`config.mk`:
```
export PLATFORM = sky130hd
export DESIGN_NAME = shortest_path_angle_ramp_top
export DESIGN_NICKNAME = d
export VERILOG_FILES = /design/src/design/spar_pkg.sv /design/src/design/spar_div.sv /design/src/design/shortest_path_angle_ramp_top.sv
export SDC_FILE = /design/constraint.sdc
export NUM_CORES = 1
export LEC_CHECK = 0
export ABC_AREA = 1
export BUFFER_PORTS_ARGS = -buffer_cell sky130_fd_sc_hd__clkbuf_2
export CAP_MARGIN = 0
export CORE_MARGIN = 3
export CORE_UTILIZATION = 55
export CTS_CLUSTER_DIAMETER = 100
export DETAILED_ROUTE_END_ITERATION = 16
export GPL_ROUTABILITY_DRIVEN = 0
export GPL_TIMING_DRIVEN = 0
export HOLD_SLACK_MARGIN = 0.02
export PLACE_DENSITY = 0.81
export SYNTH_ARGS = -nofsm -noshare
export SYNTH_HDL_FRONTEND = slang
export SYNTH_SLANG_ARGS = --single-unit
```
`constraint.sdc`:
```
create_clock -name aclk -period 4.7 [get_ports aclk]
set_input_delay 0.705 -clock aclk [delete_from_list [all_inputs] [get_ports aclk]]
set_output_delay 0.705 -clock aclk [all_outputs]
set_load 0.02 [all_outputs]
```
`src/design/spar_pkg.sv`:
```
package spar_pkg;

    localparam int FRAC_BITS  = 16;
    localparam int ANGLE_W    = 17;
    localparam int STEP_W     = 16;
    localparam int MAG_W      = ANGLE_W + FRAC_BITS;
    localparam int DIFF_W     = MAG_W + 1;
    localparam int DATA_W     = ((ANGLE_W + 7) / 8) * 8;
    localparam int CNT_W      = $clog2(MAG_W + 1);

    localparam logic [ANGLE_W-1:0] FULL_TURN = ANGLE_W'(92160);
    localparam logic [ANGLE_W-1:0] HALF_TURN = ANGLE_W'(46080);

    localparam logic signed [DIFF_W-1:0] FULL_FX =
        $signed({{(DIFF_W-ANGLE_W){1'b0}}, FULL_TURN}) <<< FRAC_BITS;
    localparam logic signed [DIFF_W-1:0] HALF_FX =
        $signed({{(DIFF_W-ANGLE_W){1'b0}}, HALF_TURN}) <<< FRAC_BITS;

    localparam logic [STEP_W-1:0] STEP_RESET = STEP_W'(50);

    localparam logic FUNC_TARGET = 1'b0;
    localparam logic FUNC_TICK   = 1'b1;

    typedef enum logic [1:0] {
        ST_IDLE,
        ST_DIFF,
        ST_CORR,
        ST_START
    } ctl_state_t;

    typedef enum logic [1:0] {
        DIV_IDLE,
        DIV_RUN,
        DIV_SIGN
    } div_state_t;

    typedef struct packed {
        logic                     start;
        logic [STEP_W-1:0]        divisor;
        logic signed [DIFF_W-1:0] dividend;
    } div_req_t;

    typedef struct packed {
        logic                     done;
        logic signed [DIFF_W-1:0] quotient;
    } div_rsp_t;

endpackage

```
`src/design/spar_div.sv`:
```
module spar_div
    import spar_pkg::*;
(
    input  logic     aclk,
    input  logic     aresetn,
    input  div_req_t req,
    output div_rsp_t rsp
);

    div_state_t               state_reg, state_next;
    logic [CNT_W-1:0]         cnt_reg, cnt_next;
    logic [MAG_W-1:0]         q_reg, q_next;
    logic [STEP_W-1:0]        rem_reg, rem_next;
    logic [STEP_W-1:0]        dvsr_reg, dvsr_next;
    logic                     neg_reg, neg_next;
    logic                     done_reg, done_next;
    logic signed [DIFF_W-1:0] quot_reg, quot_next;

    logic [DIFF_W-1:0]        abs_in;
    logic [STEP_W:0]          trial;
    logic [STEP_W:0]          trial_sub;
    logic [DIFF_W-1:0]        q_ext;

    always_ff @(posedge aclk) begin
        if (!aresetn) begin
            state_reg <= DIV_IDLE;
            done_reg  <= 1'b0;
        end else begin
            state_reg <= state_next;
            done_reg  <= done_next;
        end
        cnt_reg  <= cnt_next;
        q_reg    <= q_next;
        rem_reg  <= rem_next;
        dvsr_reg <= dvsr_next;
        neg_reg  <= neg_next;
        quot_reg <= quot_next;
    end

    always_comb begin
        state_next = state_reg;
        cnt_next   = cnt_reg;
        q_next     = q_reg;
        rem_next   = rem_reg;
        dvsr_next  = dvsr_reg;
        neg_next   = neg_reg;
        done_next  = 1'b0;
        quot_next  = quot_reg;
        abs_in     = req.dividend[DIFF_W-1] ? DIFF_W'(-req.dividend) : req.dividend;
        // Restoring step: bring down the next dividend bit and try the divisor.
        trial      = {rem_reg, q_reg[MAG_W-1]};
        trial_sub  = trial - {1'b0, dvsr_reg};
        q_ext      = {1'b0, q_reg};
        case (state_reg)
            DIV_IDLE: begin
                if (req.start) begin
                    neg_next   = req.dividend[DIFF_W-1];
                    q_next     = abs_in[MAG_W-1:0];
                    rem_next   = '0;
                    dvsr_next  = req.divisor;
                    cnt_next   = '0;
                    state_next = DIV_RUN;
                end
            end
            DIV_RUN: begin
                if (trial >= {1'b0, dvsr_reg}) begin
                    rem_next = trial_sub[STEP_W-1:0];
                    q_next   = {q_reg[MAG_W-2:0], 1'b1};
                end else begin
                    rem_next = trial[STEP_W-1:0];
                    q_next   = {q_reg[MAG_W-2:0], 1'b0};
                end
                cnt_next = cnt_reg + 1'b1;
                if (cnt_reg == CNT_W'(MAG_W - 1)) begin
                    state_next = DIV_SIGN;
                end
            end
            DIV_SIGN: begin
                quot_next  = neg_reg ? $signed(-q_ext) : $signed(q_ext);
                done_next  = 1'b1;
                state_next = DIV_IDLE;
            end
            default: begin
                state_next = DIV_IDLE;
            end
        endcase
    end

    assign rsp.done     = done_reg;
    assign rsp.quotient = quot_reg;

endmodule

```
`src/design/shortest_path_angle_ramp_top.sv`:
```
// Target word: the next word is taken after the difference, wrap correction and
// divider start states, the 33-step serial divider and its sign state.
// Tick word: the tick is registered, then its result goes to the output register;
// no word is taken while a tick is pending. A word is accepted only while the output
// register is free. Reset (aresetn, synchronous, active low) clears the angle,
// increment, goal and tick count, leaves the ramp idle and sets step_count to 50.
module shortest_path_angle_ramp_top
    import spar_pkg::*;
(
    input  logic              aclk,
    input  logic              aresetn,
    input  logic              s_tvalid,
    output logic              s_tready,
    input  logic [DATA_W-1:0] s_tdata,   // [16:0] target_angle, rest zero
    input  logic              s_tuser,   // [0] func
    output logic              m_tvalid,
    input  logic              m_tready,
    output logic [DATA_W-1:0] m_tdata,   // [16:0] angle, rest zero
    output logic              m_tlast,   // done_res
    output logic              m_tuser,   // [0] error
    input  logic              cfg_valid,
    output logic              cfg_ready,
    input  logic [STEP_W-1:0] cfg_data
);

    ctl_state_t               state_reg, state_next;
    logic                     tick_reg, tick_next;
    logic                     wait_reg, wait_next;
    logic [STEP_W-1:0]        step_reg, step_next;
    logic [MAG_W-1:0]         cur_reg, cur_next;
    logic signed [DIFF_W-1:0] inc_reg, inc_next;
    logic [ANGLE_W-1:0]       goal_reg, goal_next;
    logic [STEP_W-1:0]        ticks_reg, ticks_next;
    logic                     moving_reg, moving_next;
    logic [ANGLE_W-1:0]       tgt_reg, tgt_next;
    logic signed [DIFF_W-1:0] diff_reg, diff_next;
    logic                     mv_reg, mv_next;
    logic [ANGLE_W-1:0]       mang_reg, mang_next;
    logic                     mlast_reg, mlast_next;
    logic                     merr_reg, merr_next;

    logic [STEP_W-1:0]        eff_steps;
    logic                     in_acc;
    logic                     out_free;
    logic [ANGLE_W-1:0]       in_tgt;
    logic [STEP_W-1:0]        tick_cnt;
    // One bit above the increment: a step count raised during a glide can leave
    // an increment large enough to carry past the signed range of the angle.
    logic signed [DIFF_W:0]   sum;
    logic signed [DIFF_W:0]   sum_wrap;
    logic [ANGLE_W-1:0]       goal_wrap;
    div_req_t                 dreq;
    div_rsp_t                 drsp;

    spar_div u_div (
        .aclk    (aclk),
        .aresetn (aresetn),
        .req     (dreq),
        .rsp     (drsp)
    );

    assign eff_steps = (step_reg == '0) ? STEP_W'(1) : step_reg;
    assign out_free  = !mv_reg || m_tready;
    assign s_tready  = (state_reg == ST_IDLE) && !tick_reg && !wait_reg && out_free;
    assign in_acc    = s_tvalid && s_tready;
    assign in_tgt    = s_tdata[ANGLE_W-1:0];
    assign cfg_ready = 1'b1;

    assign dreq.start    = (state_reg == ST_START);
    assign dreq.divisor  = eff_steps;
    assign dreq.dividend = diff_reg;

    always_ff @(posedge aclk) begin
        if (!aresetn) begin
            state_reg  <= ST_IDLE;
            tick_reg   <= 1'b0;
            wait_reg   <= 1'b0;
            step_reg   <= STEP_RESET;
            cur_reg    <= '0;
            inc_reg    <= '0;
            goal_reg   <= '0;
            ticks_reg  <= '0;
            moving_reg <= 1'b0;
            mv_reg     <= 1'b0;
        end else begin
            state_reg  <= state_next;
            tick_reg   <= tick_next;
            wait_reg   <= wait_next;
            step_reg   <= step_next;
            cur_reg    <= cur_next;
            inc_reg    <= inc_next;
            goal_reg   <= goal_next;
            ticks_reg  <= ticks_next;
            moving_reg <= moving_next;
            mv_reg     <= mv_next;
        end
        tgt_reg   <= tgt_next;
        diff_reg  <= diff_next;
        mang_reg  <= mang_next;
        mlast_reg <= mlast_next;
        merr_reg  <= merr_next;
    end

    always_comb begin
        state_next  = state_reg;
        tick_next   = 1'b0;
        wait_next   = wait_reg;
        step_next   = step_reg;
        cur_next    = cur_reg;
        inc_next    = inc_reg;
        goal_next   = goal_reg;
        ticks_next  = ticks_reg;
        moving_next = moving_reg;
        tgt_next    = tgt_reg;
        diff_next   = diff_reg;
        mv_next     = mv_reg && !m_tready;
        mang_next   = mang_reg;
        mlast_next  = mlast_reg;
        merr_next   = merr_reg;

        tick_cnt  = ticks_reg + 1'b1;
        sum       = $signed({2'b00, cur_reg}) + inc_reg;
        sum_wrap  = sum;
        if (sum < 0) begin
            sum_wrap = sum + FULL_FX;
        end else if (sum >= FULL_FX) begin
            sum_wrap = sum - FULL_FX;
        end
        goal_wrap = (goal_reg >= FULL_TURN) ? goal_reg - FULL_TURN : goal_reg;

        if (cfg_valid) begin
            step_next = cfg_data;
        end

        case (state_reg)
            ST_IDLE: begin
                if (in_acc) begin
                    if (s_tuser == FUNC_TARGET) begin
                        if (in_tgt > FULL_TURN) begin
                            mv_next    = 1'b1;
                            mang_next  = cur_reg[MAG_W-1:FRAC_BITS];
                            mlast_next = 1'b1;
                            merr_next  = 1'b1;
                        end else begin
                            tgt_next   = in_tgt;
                            state_next = ST_DIFF;
                        end
                    end else if (moving_reg) begin
                        tick_next = 1'b1;
                    end
                end
                if (tick_reg) begin
                    ticks_next = tick_cnt;
                    mv_next    = 1'b1;
                    merr_next  = 1'b0;
                    // The glide lands exactly on the goal; a wrapped count also ends it.
                    if (tick_cnt >= eff_steps || tick_cnt == '0) begin
                        cur_next    = {goal_wrap, {FRAC_BITS{1'b0}}};
                        moving_next = 1'b0;
                        mang_next   = goal_wrap;
                        mlast_next  = 1'b1;
                    end else begin
                        cur_next   = sum_wrap[MAG_W-1:0];
                        mang_next  = sum_wrap[MAG_W-1:FRAC_BITS];
                        mlast_next = 1'b0;
                    end
                end
                if (wait_reg && drsp.done) begin
                    wait_next   = 1'b0;
                    inc_next    = drsp.quotient;
                    goal_next   = tgt_reg;
                    ticks_next  = '0;
                    moving_next = 1'b1;
                end
            end
            ST_DIFF: begin
                diff_next  = $signed({1'b0, tgt_reg, {FRAC_BITS{1'b0}}})
                           - $signed({1'b0, cur_reg});
                state_next = ST_CORR;
            end
            ST_CORR: begin
                // Take the shorter way round the circle.
                if (diff_reg <= -HALF_FX) begin
                    diff_next = diff_reg + FULL_FX;
                end else if (diff_reg >= HALF_FX) begin
                    diff_next = diff_reg - FULL_FX;
                end
                state_next = ST_START;
            end
            ST_START: begin
                wait_next  = 1'b1;
                state_next = ST_IDLE;
            end
            default: begin
                state_next = ST_IDLE;
            end
        endcase
    end

    assign m_tvalid = mv_reg;
    assign m_tdata  = {{(DATA_W-ANGLE_W){1'b0}}, mang_reg};
    assign m_tlast  = mlast_reg;
    assign m_tuser  = merr_reg;

endmodule

```
Yosys cells after proc, flatten, opt, wreduce, memory -nomap -nowiden
Cells that the tools add are included.
- register bits after elaboration: 301
- input bits: 46
- output and inout port bits: 29
- $add $sub $neg: 12
- order comparisons: 8
- eq/ne operators: 14
- multiplexer cells: 49
- bitwise operators: 2
- reductions and logical operators: 36
- operators with widths (operator ; number):
    2-to-1 mux 33 bit ; 6
    2-to-1 mux 17 bit ; 6
    2-to-1 mux 16 bit ; 5
    2-to-1 mux 34 bit ; 2
    case mux 34 bit (2 select lines) ; 1
    case mux 33 bit (2 select lines) ; 1
    adder 34 x 34 -> 35 bit ; 1
    greater-or-equal comparator 35 x 34 -> 1 bit, second input constant ; 1
    < comparator 35 x 1 -> 1 bit, second input constant ; 1
    adder 34 bit, second input constant ; 1
    greater-or-equal comparator 34 x 33 -> 1 bit, second input constant ; 1
    less-or-equal comparator 34 x 33 -> 1 bit, second input constant ; 1
    negation 33 -> 34 bit ; 1
    subtractor 33 x 33 -> 34 bit ; 1
    subtractor 34 bit, second input constant ; 1
    adder 33 bit, second input constant ; 1
    negation 33 bit ; 1
    subtractor 33 bit, second input constant ; 1
    logical NOT 16 bit ; 2
    case mux 16 bit (2 select lines) ; 1
    greater-or-equal comparator 17 x 16 -> 1 bit ; 1
    greater-or-equal comparator 17 bit, second input constant ; 1
    > comparator 17 bit, second input constant ; 1
    2-to-1 mux 1 bit ; 17
    26 further kinds ; 65

Longest topological paths before layout
- depth in word-level cells: 8
- mapped depth: 26
- mapped depth without buffers: 26

Modules after synthesis
From an unflattened synthesis, not the netlist that was laid out.
- cell total of the unflattened synthesis: 2817
- area total of the unflattened synthesis: 19969.2 um2
- by module, submodules not included (module ; times used ; cells each ; area each (um2)):
    shortest_path_angle_ramp_top ; 1 ; 1880 ; 12728.5
    spar_div ; 1 ; 937 ; 7240.7

Worst setup path after synthesis
No wires, ideal clock.
- path kind: reg-to-reg
- start: register state_reg[0]
- end: register mlast_reg, in the netlist m_tlast (enable)
- setup time: 0.427 ns
- arrival time: 3.241 ns
- setup slack: 1.032 ns
- cell stages (with the launch flop): 7
- path buffers: 0
- path through: dfxtp_1 > inv_1 > ha_1 > inv_1 > nor4_1 > nand2_1 > o31ai_1
- longest elaborated chain between the ends: 7
- RTL lines (what ; line ; source):
    from (decl) ; shortest_path_angle_ramp_top.sv:26 ; ctl_state_t state_reg, state_next;
    from (signal assigned) ; shortest_path_angle_ramp_top.sv:86 ; state_reg <= state_next;
    logical NOT 2 bit ; shortest_path_angle_ramp_top.sv:64 ; assign s_tready = (state_reg == ST_IDLE) && !tick_reg && !wait_reg && out_free;
    logical AND 1 bit (3 in series) ; shortest_path_angle_ramp_top.sv:64 ;
    named net s_tready ; shortest_path_angle_ramp_top.sv:13 ; output logic s_tready,
    logical AND 1 bit ; shortest_path_angle_ramp_top.sv:65 ; assign in_acc = s_tvalid && s_tready;
    nonzero test 2 bit (no source line) ; n/a ;
    AND reduction 4 bit (no source line) ; n/a ;
    to (signal assigned) ; shortest_path_angle_ramp_top.sv:100 ; mlast_reg <= mlast_next;
    to (decl) ; shortest_path_angle_ramp_top.sv:39 ; logic mlast_reg, mlast_next;
The timed path passes the listed nets, and every way through them passes these cells.
A chain may end at the register's enable or synchronous reset.

Worst setup path after layout
- start: register ticks_reg[0]
- end: register mang_reg[2], data pin
- longest elaborated chain between the ends: 5
- RTL lines (what ; line ; source):
    from (decl) ; shortest_path_angle_ramp_top.sv:33 ; logic [STEP_W-1:0] ticks_reg, ticks_next;
    from (signal assigned) ; shortest_path_angle_ramp_top.sv:93 ; ticks_reg <= ticks_next;
    adder 16 x 1 -> 16 bit (*) ; shortest_path_angle_ramp_top.sv:121 ; tick_cnt = ticks_reg + 1'b1;
    greater-or-equal comparator 16 bit or logical NOT 16 bit (tied branches) ; shortest_path_angle_ramp_top.sv:157 ; if (tick_cnt >= eff_steps || tick_cnt == '0) begin
    logical OR 1 bit (*) ; shortest_path_angle_ramp_top.sv:157 ;
    2-to-1 mux 17 bit (*) ; shortest_path_angle_ramp_top.sv:157 ;
    2-to-1 mux 17 bit (*) ; shortest_path_angle_ramp_top.sv:152 ; if (tick_reg) begin
    to (signal assigned) ; shortest_path_angle_ramp_top.sv:99 ; mang_reg <= mang_next;
    to (decl) ; shortest_path_angle_ramp_top.sv:38 ; logic [ANGLE_W-1:0] mang_reg, mang_next;
Mark *: on every way between the ends. The rest lies on a longest branch, timed or not.

==> impl_metrics.toml <==
[sta]
max_freq_mhz = 244
min_period_over_period = 0.873
finalMaxSlewViolations = 0
hold_slack_ns = 0.362
tns_ns = 0
final-hold-violation-count = 0
slew_headroom = 0.128
finalSetupViolations = 0
fin_skew_ns = 0.0309
worst_pin_slew_ns = 1.31
grt_setup_unrepaired = "false"
final.min_clock_period_ns = 4.10

[critical_path]
end_kind = "flip-flop"
path_cells = "ha_1, nand2_1, inv_2, nand4_2, nor2_2, nand2_1, nor3_2, nand3_1, xor2_1, inv_1, ha_1, nand2_1, inv_1, nand3_1, a21oi_1, a2111oi_0, o31ai_1, a31oi_1, nand2_2, inv_2, buf_2, o21ai_0, nand2_1, o21ai_0"
crit_fanout = 10
worstPathRequired_ns = 4.93
cp_data_arrival_time_ns = 4.34
critical_path.top_delay_family = "simple AND/OR/NAND/NOR gates"
slowest_delay_ns = 0.39
crit_slowest_cell = "dfxtp_1"
path_buf_inv = 5
critPathKind = "flip-flop to flip-flop"
critical_path.startpoint_type = "flip-flop"
path_common_cell = "nand2_1"

[logic_synthesis]
synth_edf_count = 176
synth-main-ff-cell = "edfxtp_1"
ys_seq_area_frac = 0.413
synth_area_leaders = "edfxtp_1, dfxtp_1, nand2_1, inv_1, ha_1"
yosys_warnings = 0
ys_ff_latch = 301
netlist.area_leader.share = 0.280
post-synth-top-area-cell = "edfxtp_1"
async_flop_share = 0
syn_area_per_cell_um2 = 7.50
ys_types = 58
syn_inst = 2514
syn-cell-area_um2 = 18800

[clock_tree]
cts_tree = "built"
hold_buffers = 0
numCtsBuffers = 35
cts_resized = 0
clock_sinks = 301
clk_latency_ns = 0.54
clk_pin_slew_worst_paths_ns = 0.06
post_cts_buffers = 0
htree_levels = 2
cts_buffer_depth = 3
cts_root_buf = "clkbuf_16"

[routing]
via_per_inst = 5.73
drt-total-wl_mm = 52.8
avgRoutedWirePerCell_um = 17.1
drt_iter0_markers = 2005
drtAntennaViolNets = 0
vias = 17700
dr.pass1.iters = 8
drc = 0

[die]
rows = 67
initial_core_util = 0.561
core_um2 = 33600
die_y_um = 191
dieWidth_um = 191
design.die.area_um2 = 36500
boundaryPins = 75

[cells_and_area]
area_delta_synth_final_pct = 11.1
layout_commonest_cell = "nand2_1"
nNetsFinal = 2768
layout_common_cells = "nand2_1, inv_1, nor2_1"
fin_area_um2 = 20900
drive_above_1_share = 0.0696
nFillCells = 2804
n_antenna_cell = 0

[global_routing]
grt_pass1_vias = 16500
grtUsageTotal = 0.284
grt_start_max_net_pins = 41
gr-total-overflow = 0
antenna_found_initial = 0
grt_pass1_wl_mm = 83.0

[power]
leakagePower_uw = 0.00938
powerDensity_nw_per_um2 = 391
ir_worst_vdd_uv = 338

[min_path]
min_path_type = "primary input to flip-flop"

[placed_design]
placed_cell_area_um2 = 19800
dpl.hpwl_mm = 41.1
portBuffers = 59

[status]
outcome = "finished, final reports clean"

[flow_run]
cap_violations = 0
-- final cells by class --
class	instances	area, um^2	area share
plain buffers	87	384	0.0183
clock buffers	46	990	0.0473
clock inverters	17	149	0.00711
inverters	365	1370	0.0654
multi-input cells	1767	9360	0.447
flip-flops and latches	301	7790	0.372
well taps	448	561	0.0268
repair buffers	62	347	0.0165
-- report_power, final --
part / internal [uW] / switching, uW
clock: 1560 / 1130
combinational: 691 / 1300
sequential: 3240 / 267
-- worst reg2reg max path, stage by stage (launching register included) --
cell       delay (ns)
dfxtp_1          0.39
ha_1             0.19
nand2_1          0.07
inv_2            0.09
nand4_2          0.12
nor2_2           0.15
nand2_1          0.09
nor3_2           0.18
nand3_1          0.11
xor2_1           0.19
inv_1            0.09
ha_1             0.27
nand2_1          0.08
inv_1            0.04
nand3_1          0.10
a21oi_1          0.05
a2111oi_0        0.33
o31ai_1          0.13
a31oi_1          0.20
nand2_2          0.21
inv_2            0.12
buf_2            0.20
o21ai_0          0.14
nand2_1          0.09
o21ai_0          0.16
-- per-layer routing --
metal,global-route usage,vias up,part of all wire
li1,-,8446,-
met2,0.458,930,0.46
met5,0,-,0
met1,0.391,8211,0.41
met4,0.0988,0,0.033
met3,0.0425,136,0.10
-- cell families (layout without fill, tap and decap cells) --
group,count (synthesis),count (layout),share of synthesized area
other,2,8,0.000398
adder cells (fa/ha/maj),103,103,0.0696
XOR/XNOR,103,103,0.0483
flip-flops,301,301,0.413
buffers and inverters,452,577,0.0931
AND/OR/NAND/NOR,1083,1083,0.242
AO/OA/AOI/OAI,470,470,0.133
-- Yosys cell counts, types with 3 or more instances --
library cell	n
fa_1	3
nor2_1	268
a31oi_1	10
ha_1	100
nand3b_1	6
o211ai_1	4
nand4_1	30
o21ai_0	205
xor2_1	61
buf_4	9
o31ai_1	7
o21ai_1	11
dfxtp_1	125
a211oi_1	6
nor3_1	29
nand3_1	93
xnor2_1	41
buf_2	7
nor2_4	3
a21oi_1	195
inv_1	361
nand2_1	600
edfxtp_1	176
o21ai_2	11
nor2_2	3
nor4_1	23
nand3_2	9
or2_2	7
clkbuf_1	65
buf_1	4
o21bai_1	5
-- worst paths after layout --
| kind | slack, ns | end | start | depth (start not counted) |
|---|---|---|---|---|
| worst max-delay path | 0.60 | mang_reg[2] | ticks_reg[0] | 24 |
| worst min register to register | 0.46 | u_div.quot_reg[0] | u_div.q_reg[0] | 0 |
| worst max register to register | 0.60 | mang_reg[2] | ticks_reg[0] | 24 |
| worst min-delay path | 0.36 | tgt_reg[0] | s_tdata[0] | 1 |
-- stage by stage --
step | util | cells | power (uW) | worst slack (ns)
3_3_place_gp | 0.587 | 3027 | 5370 | 0.0343
4_1_cts | 0.623 | 3093 | 8170 | 0.592
6_report | 0.623 | 3093 | 8200 | 0.596
3_5_place_dp | 0.589 | 3030 | 5480 | 0.618
5_1_grt | 0.623 | 3093 | 8590 | 0.209
2_1_floorplan | - | 2520 | 4890 | 1.03
Note: power is estimated with default switching activity, not from simulation.
